--- src/hw/rtl/gbs_pkg.sv ---
// gbs_pkg: shared types and constants for the greedy box suppression block
// no dependencies; used by gbs_cell and greedy_box_suppression
package gbs_pkg;

  // overlap threshold register, unsigned Q0.16
  localparam int unsigned THR_W       = 16;
  localparam int unsigned FRAC_BITS   = 16;
  localparam logic [THR_W-1:0] THR_RESET = 16'd45875;  // 0.7

  // reported position of a box within its set
  localparam int unsigned INDEX_W = 13;

  typedef enum logic [1:0] {
    S_IDLE,
    S_WALK,
    S_DONE
  } gbs_state_e;

endpackage

--- src/hw/rtl/gbs_cell.sv ---
// gbs_cell: one kept-box slot of the suppression chain
// compares the passing box with its stored box and ors the result into the flag chain
// depends on gbs_pkg
module gbs_cell #(
  parameter int unsigned CoordBits = 12
) (
  input  logic                        clk_i,
  input  logic                        rst_ni,
  input  logic [gbs_pkg::THR_W-1:0]   thr_i,
  // box passing down the chain
  input  logic [CoordBits:0]          box_x0_i,
  input  logic [CoordBits:0]          box_y0_i,
  input  logic [CoordBits:0]          box_x1_i,
  input  logic [CoordBits:0]          box_y1_i,
  input  logic [2*CoordBits-1:0]      box_area_i,
  output logic [CoordBits:0]          box_x0_o,
  output logic [CoordBits:0]          box_y0_o,
  output logic [CoordBits:0]          box_x1_o,
  output logic [CoordBits:0]          box_y1_o,
  output logic [2*CoordBits-1:0]      box_area_o,
  // suppression flag, trailing the box so that it meets this cell's compare result for the same box
  input  logic                        sup_i,
  output logic                        sup_o,
  // store write
  input  logic                        wr_en_i,
  input  logic [CoordBits:0]          wr_x0_i,
  input  logic [CoordBits:0]          wr_y0_i,
  input  logic [CoordBits:0]          wr_x1_i,
  input  logic [CoordBits:0]          wr_y1_i,
  input  logic [2*CoordBits-1:0]      wr_area_i
);
  import gbs_pkg::*;

  localparam int unsigned EdgeW = CoordBits + 1;
  localparam int unsigned AreaW = 2 * CoordBits;
  localparam int unsigned UniW  = AreaW + 1;
  localparam int unsigned ProdW = UniW + THR_W;

  // stored kept box
  logic [EdgeW-1:0] kx0_q, ky0_q, kx1_q, ky1_q;
  logic [AreaW-1:0] karea_q;

  // forwarded box
  logic [EdgeW-1:0] fx0_q, fy0_q, fx1_q, fy1_q;
  logic [AreaW-1:0] farea_q;

  // stage 1
  logic [EdgeW-1:0]     ox0, oy0, ox1, oy1;
  logic [EdgeW-1:0]     dw_full, dh_full;
  logic [CoordBits-1:0] dw, dh;
  logic [AreaW-1:0]     inter_d, inter_q;
  logic [UniW-1:0]      base_d, base_q;

  // stage 2
  logic [UniW-1:0]  uni;
  logic [ProdW-1:0] prod_d, prod_q;
  logic [AreaW-1:0] inter2_q;
  logic             nz_q;

  // stage 3
  logic hit;
  logic sup_q;

  always_ff @(posedge clk_i) begin
    if (wr_en_i) begin
      kx0_q   <= wr_x0_i;
      ky0_q   <= wr_y0_i;
      kx1_q   <= wr_x1_i;
      ky1_q   <= wr_y1_i;
      karea_q <= wr_area_i;
    end
  end

  always_ff @(posedge clk_i) begin
    fx0_q   <= box_x0_i;
    fy0_q   <= box_y0_i;
    fx1_q   <= box_x1_i;
    fy1_q   <= box_y1_i;
    farea_q <= box_area_i;
  end

  always_comb begin
    ox0 = (box_x0_i > kx0_q) ? box_x0_i : kx0_q;
    oy0 = (box_y0_i > ky0_q) ? box_y0_i : ky0_q;
    ox1 = (box_x1_i < kx1_q) ? box_x1_i : kx1_q;
    oy1 = (box_y1_i < ky1_q) ? box_y1_i : ky1_q;
    // empty overlap gives zero intersection
    dw_full = (ox1 > ox0) ? (ox1 - ox0) : '0;
    dh_full = (oy1 > oy0) ? (oy1 - oy0) : '0;
    // overlap is never wider than the narrower box
    dw = dw_full[CoordBits-1:0];
    dh = dh_full[CoordBits-1:0];
    inter_d = AreaW'(dw) * AreaW'(dh);
    base_d  = {1'b0, box_area_i} + {1'b0, karea_q};
  end

  assign uni    = base_q - {1'b0, inter_q};
  assign prod_d = ProdW'(thr_i) * ProdW'(uni);

  always_ff @(posedge clk_i) begin
    inter_q  <= inter_d;
    base_q   <= base_d;
    prod_q   <= prod_d;
    inter2_q <= inter_q;
    nz_q     <= (uni != '0);
  end

  // inter * 2^16 > thr * union, zero union never suppresses
  assign hit = nz_q && ({1'b0, inter2_q, {FRAC_BITS{1'b0}}} > prod_q);

  always_ff @(posedge clk_i or negedge rst_ni) begin
    if (!rst_ni) begin
      sup_q <= 1'b0;
    end else begin
      sup_q <= sup_i | hit;
    end
  end

  assign box_x0_o   = fx0_q;
  assign box_y0_o   = fy0_q;
  assign box_x1_o   = fx1_q;
  assign box_y1_o   = fy1_q;
  assign box_area_o = farea_q;
  assign sup_o      = sup_q;

endmodule

--- config.mk ---
export PLATFORM = sky130hd
export DESIGN_NAME = gbs_cell
export DESIGN_NICKNAME = d
export VERILOG_FILES = /design/src/hw/rtl/gbs_pkg.sv /design/src/hw/rtl/gbs_cell.sv
export SDC_FILE = /design/constraint.sdc
export NUM_CORES = 2
export LEC_CHECK = 0
export ABC_AREA = 1
export BUFFER_PORTS_ARGS = -buffer_cell sky130_fd_sc_hd__buf_2
export CAP_MARGIN = 40
export CORE_MARGIN = 2
export CORE_UTILIZATION = 48
export DETAILED_ROUTE_END_ITERATION = 10
export GPL_TIMING_DRIVEN = 0
export PLACE_DENSITY = 0.77
export SKIP_CTS_REPAIR_TIMING = 1
export SYNTH_ARGS = -nofsm -noshare
export SYNTH_HDL_FRONTEND = slang
export SYNTH_SLANG_ARGS = --single-unit
--- constraint.sdc ---
create_clock -name clk_i -period 7.36 [get_ports clk_i]
set_clock_uncertainty 0.15 [all_clocks]
set_input_delay 1.84 -clock clk_i [delete_from_list [all_inputs] [get_ports clk_i]]
set_output_delay 1.84 -clock clk_i [all_outputs]
set_load 0.05 [all_outputs]
Word level (Yosys, flattened, before mapping)
Index checks and enable logic that the tools add are counted.
{"block": "classes", "addsub": 4, "multipliers": 2, "n_lt_le_gt_ge": 7, "muxes": 6, "bitwise": 1, "n_reduce_logical": 2}
{"operator": "$gt A13 B13 Y1", "n": 4}
{"operator": "$mux W13", "n": 4}
{"operator": "$gt A40 B41 Y1", "n": 1}
{"operator": "$mul A16 B25 Y41", "n": 1}
{"operator": "$lt A13 B13 Y1", "n": 2}
{"operator": "$add A24 B24 Y25", "n": 1}
{"operator": "$reduce_bool A25 Y1", "n": 1}
{"operator": "$sub A25 B24 Y25", "n": 1}
{"operator": "$mul A12 B12 Y24", "n": 1}
{"operator": "$mux W12", "n": 2}
{"operator": "$sub A12 B12 Y12", "n": 2}
{"operator": "$logic_and A1 B1 Y1", "n": 1}
{"operator": "$or A1 B1 Y1", "n": 1}
{"block": "word_totals", "regBits": 268, "output_inout_bits": 77, "wordCells": 38}

Longest topological paths before layout
{"block": "depth", "ltp_word": 5, "mapped_depth": 45, "mapped_depth_nobuf": 45}

Worst setup path before layout
Ideal clock, no wire load.
{"block": "synth_timing", "path_type": "input to register", "from": "input box_y0_i[2]", "to": "register inter_q[20]", "setup_time_ns": 0.125, "arrival_time_ns": 8.447, "required_time_ns": 7.085, "path_slack_ns": -1.362, "cell_stages": 38, "n_path_buf": 1, "cell_sequence": "ha_1 nand2_1 o21ai_1 a21oi_1 nor2_1 nor2_1 o21ai_1 nand2_1 buf_2 o21ai_0 ha_1 inv_1 fa_1 nand2_1 inv_1 o21ai_0 nand2_1 a31oi_1 [... 2 more ...] inv_2 nor2_1 fa_1 inv_1 fa_1 inv_1 fa_1 fa_1 inv_1 fa_1 inv_1 ha_1 nand2_1 nor2_1 nand2_1 o21ai_0 a31oi_1 xor2_1"}
{"block": "synth_via", "elab_chain_len": 5}
{"element": "start, declared", "line": "gbs_cell.sv:12", "rtl": "input logic [CoordBits:0] box_y0_i,"}
{"element": "$gt A13 B13 Y1", "line": "gbs_cell.sv:84", "rtl": "oy0 = (box_y0_i > ky0_q) ? box_y0_i : ky0_q;"}
{"element": "$mux W13 *", "line": "gbs_cell.sv:84"}
{"element": "$sub A12 B12 Y12 / $gt A13 B13 Y1 (equally long branches)", "line": "gbs_cell.sv:89", "rtl": "dh_full = (oy1 > oy0) ? (oy1 - oy0) : '0;"}
{"element": "$mux W12 *", "line": "gbs_cell.sv:89"}
{"element": "$mul A12 B12 Y24 *", "line": "gbs_cell.sv:93", "rtl": "inter_d = AreaW'(dw) * AreaW'(dh);"}
{"element": "via inter_d[20]", "line": "gbs_cell.sv:51", "rtl": "logic [AreaW-1:0] inter_d, inter_q;"}
{"element": "end signal, assigned", "line": "gbs_cell.sv:101", "rtl": "inter_q <= inter_d;"}
{"element": "end, declared", "line": "gbs_cell.sv:51"}
The timed path passes the listed nets; every way through them passes the cells marked *.
A chain may end at the register's enable or synchronous reset.

Worst setup path in the final report
{"block": "layout_timing", "from": "input box_x0_i[3]", "to": "register inter_q[20]"}
{"block": "layout_via", "elab_chain_len": 5}
{"element": "start, declared", "line": "gbs_cell.sv:11", "rtl": "input logic [CoordBits:0] box_x0_i,"}
{"element": "$gt A13 B13 Y1", "line": "gbs_cell.sv:83", "rtl": "ox0 = (box_x0_i > kx0_q) ? box_x0_i : kx0_q;"}
{"element": "$mux W13 *", "line": "gbs_cell.sv:83"}
{"element": "$sub A12 B12 Y12 / $gt A13 B13 Y1 (equally long branches)", "line": "gbs_cell.sv:88", "rtl": "dw_full = (ox1 > ox0) ? (ox1 - ox0) : '0;"}
{"element": "$mux W12 *", "line": "gbs_cell.sv:88"}
{"element": "$mul A12 B12 Y24 *", "line": "gbs_cell.sv:93"}
{"element": "via inter_d[20]", "line": "gbs_cell.sv:51"}
Marks and branches as above.

==> summary.md <==
| Metric | Value |
|---|---|
| Post-synthesis register bit count | 268 |
| Area of the multi-input gates | 23200 um2 |
| Async set-reset flop share out of synthesis | 0.00373 |
| Port Buffers | 244 |
| Synth cell count leaders | inv_1, nand2_1, fa_1 |
| Root Driver | clkbuf_16 |
| DR vias/cell | 5.35 |
| Top-area cell type share of the netlist area | 0.277 |
| Critical Path RT | 7660 ps |
| Critical path class | input port to register |
| Worst-margin pin slew | 624 ps |
| Die width | 256 um |
| DRT iter0 DRCs | 1975 |
| Peak fanout along the critical path | 7 |
| CP arrival | 9020 ps |
| First-pass GRT wire length | 134000 um |
| Largest net degree at the start of global routing | 51 |
| Area contributors post-synth | fa_1, ha_1, dfxtp_1, inv_1, nand2_1 |
| Startpoint types | input port |
| DP HPWL | 69900 um |
| Core area | 63100 um2 |
| Slew headroom | 0.584 |
| Setup WS pre-CTS | -2160 ps |
| Syn Area/Cell | 8.29 um2 |
| Top-count cell post-synth | inv_1 |
| Final worst-path cycle share | 1.18 |
| TritonCTS clock tree | yes |
| Clock Pin Slew Worst Setup and Hold Paths | 60 ps |
| Routability Congestion | 0.970 |
| Final Slew Violations | 0 |
| Portion of netlist area occupied by mux cells | 0 |
| Final Critical Period | 8720 ps |
| Library cells used by synthesis | 62 |
| Synth Area in Compound Gates | 0.0667 |
| Total die area | 65800 um2 |
| Max Cap Viol | 0 |
| DRT Pass-1 Iters | 7 |
| Top-Level Pins | 249 |
| Peak Freq | 0.115 GHz |
| Synthesis-to-finish area growth | 22.3% |
| DRC violations left | 0 |
| Inserted Clock Buffers | 27 |
| All-layer global routing usage | 0.253 |
| Most common cell on crit path | fa_1 |
| Worst setup margin | -1360 ps |
| Main combinational cell family by area after synthesis | adder cells |
| Ant diodes | 0 |
| Post-Synthesis Cells | 3692 |
| Area leader, netlist | fa_1 |
| Row count | 92 |
| Yosys synthesis warning count | 0 |
| Vias in the first global route | 26100 |
| H-tree depth | 1 |
| Flop-to-flop setup slack | -410 ps |
| Syn_nets | 4611 |
| Slowest CP cell | fa_1 |
| Adder-Cell Fraction of Synth Area | 0.410 |
| Effective utilization at floorplan | 0.485 |
| RSZ-0062 raised after global routing | true |
| Xor-xnor portion of the synthesized cell area | 0.0284 |
| Die Y | 256 um |
| Final setup fails | 18 |
| Initial antenna violation count | 1 |
| Fin nets | 5029 |
| CP max stage delay | 560 ps |
| ANT nets after route | 0 |
| Post-Syn Area | 30600 um2 |
| Clk sink count | 268 |
| Status | complete, but fails checks |
| Worst-skew pair later-pin latency | 600 ps |
| CTS Buffer Depth | 3 |
| Post-synth EDFFs | 76 |
| Most used flip-flop cell after synthesis | dfxtp_1 |
| Fill cells | 5237 |
| Post-Synth Simple-Gate Area | 0.184 |
| Vias | 26700 |
| Layout cells sized above 1 | 0.224 |
| Worst setup EP type | register |
| Routed wire per std cell | 18.1 um |
| Congestion Overflow GR | 0 |
| Hold crit path type | register to register |
| Fin. Hold Viols | 0 |
| Failing checks | negative setup slack |
| Register Area | 6130 um2 |
| Post-synthesis sequential area ratio | 0.200 |
| Routed WL | 90000 um |
[critical path, delay by kind of cell]
family                     cells  cell delay (ps)
buffers and inverters          7              670
xor gates and xnor gates       2              420
AOI/OAI and AO/OA              7             1100
and+or+nand+nor               10             1370
adders and majority gates      8             3600
[registers in the layout, indices dropped and copies added (netlist names), 24 cells and up]
name / cells
prod_q: 41
karea_q: 24
inter2_q: 24
inter_q: 24
box_area_o: 24
base_q: 25
[worst paths after layout]
path | cells after the start | start | end
min in group asynchronous | 1 | rst_ni | sup_o$_DFF_PN0_
hold reg to reg | 0 | inter_q[1]$_DFF_P_ | inter2_q[1]$_DFF_P_
max in group asynchronous | 1 | rst_ni | sup_o$_DFF_PN0_
setup / recovery | 34 | box_x0_i[3] | inter_q[20]$_DFF_P_
setup reg to reg | 34 | kx0_q[2]$_DFFE_PP_ | inter_q[20]$_DFF_P_
hold / removal | 0 | inter_q[1]$_DFF_P_ | inter2_q[1]$_DFF_P_
[layer usage]
metal / vias up / global-route usage / wire, um
met5: - / 0 / 13
met4: 2 / 0.0827 / 4110
met3: 303 / 0.0419 / 6910
met2: 1295 / 0.447 / 44900
met1: 12800 / 0.315 / 34000
li1: 12200 / - / -
[cell usage in the layout, fill, tap and decap left out, drive strengths merged, types with 12 or more instances in the layout]
cell	n
inv	802
dfxtp	191
clkbuf	67
buf	420
fa	424
nand2	798
xnor2	33
xor2	64
ha	323
o21ai	106
nand4	31
a31oi	12
nor3	36
edfxtp	76
nor2	364
a21oi	191
o21bai	14
nand3	97
[cell families after synthesis]
logic type,Yosys count
AOI/OAI and AO/OA,369
DFF,268
xor gates and xnor gates,97
buffers and inverters,867
and+or+nand+nor,1344
adders and majority gates,747
[layout make-up]
type                       count  area share
multi-input combinational   2559       0.620
clock inverter                12     0.00354
clock buffer                  38      0.0214
sequential                   268       0.164
buffer                        65      0.0144
inverter                     802      0.0822
tap                          846      0.0283
timing repair buffer         387      0.0666
[metrics by stage]
stage | instances | hold WS [ps] | setup TNS (ps) | instance area [um2] | utilization
after detailed placement | 4784 | 187 | -60770 | 33200 | 0.527
after floorplan | 3692 | 181 | -12670 | 30900 | -
after global placement | 4782 | 186 | -56380 | 33200 | 0.526
after global routing | 4977 | 210 | -23690 | 37400 | 0.593
after CTS | 4834 | 201 | -36240 | 34200 | 0.542
final | 4977 | 203 | -17920 | 37400 | 0.593
Power is left out: the tool's default activity adds up to more than one toggle a clock period on the data nets, which glitch-free logic cannot reach.
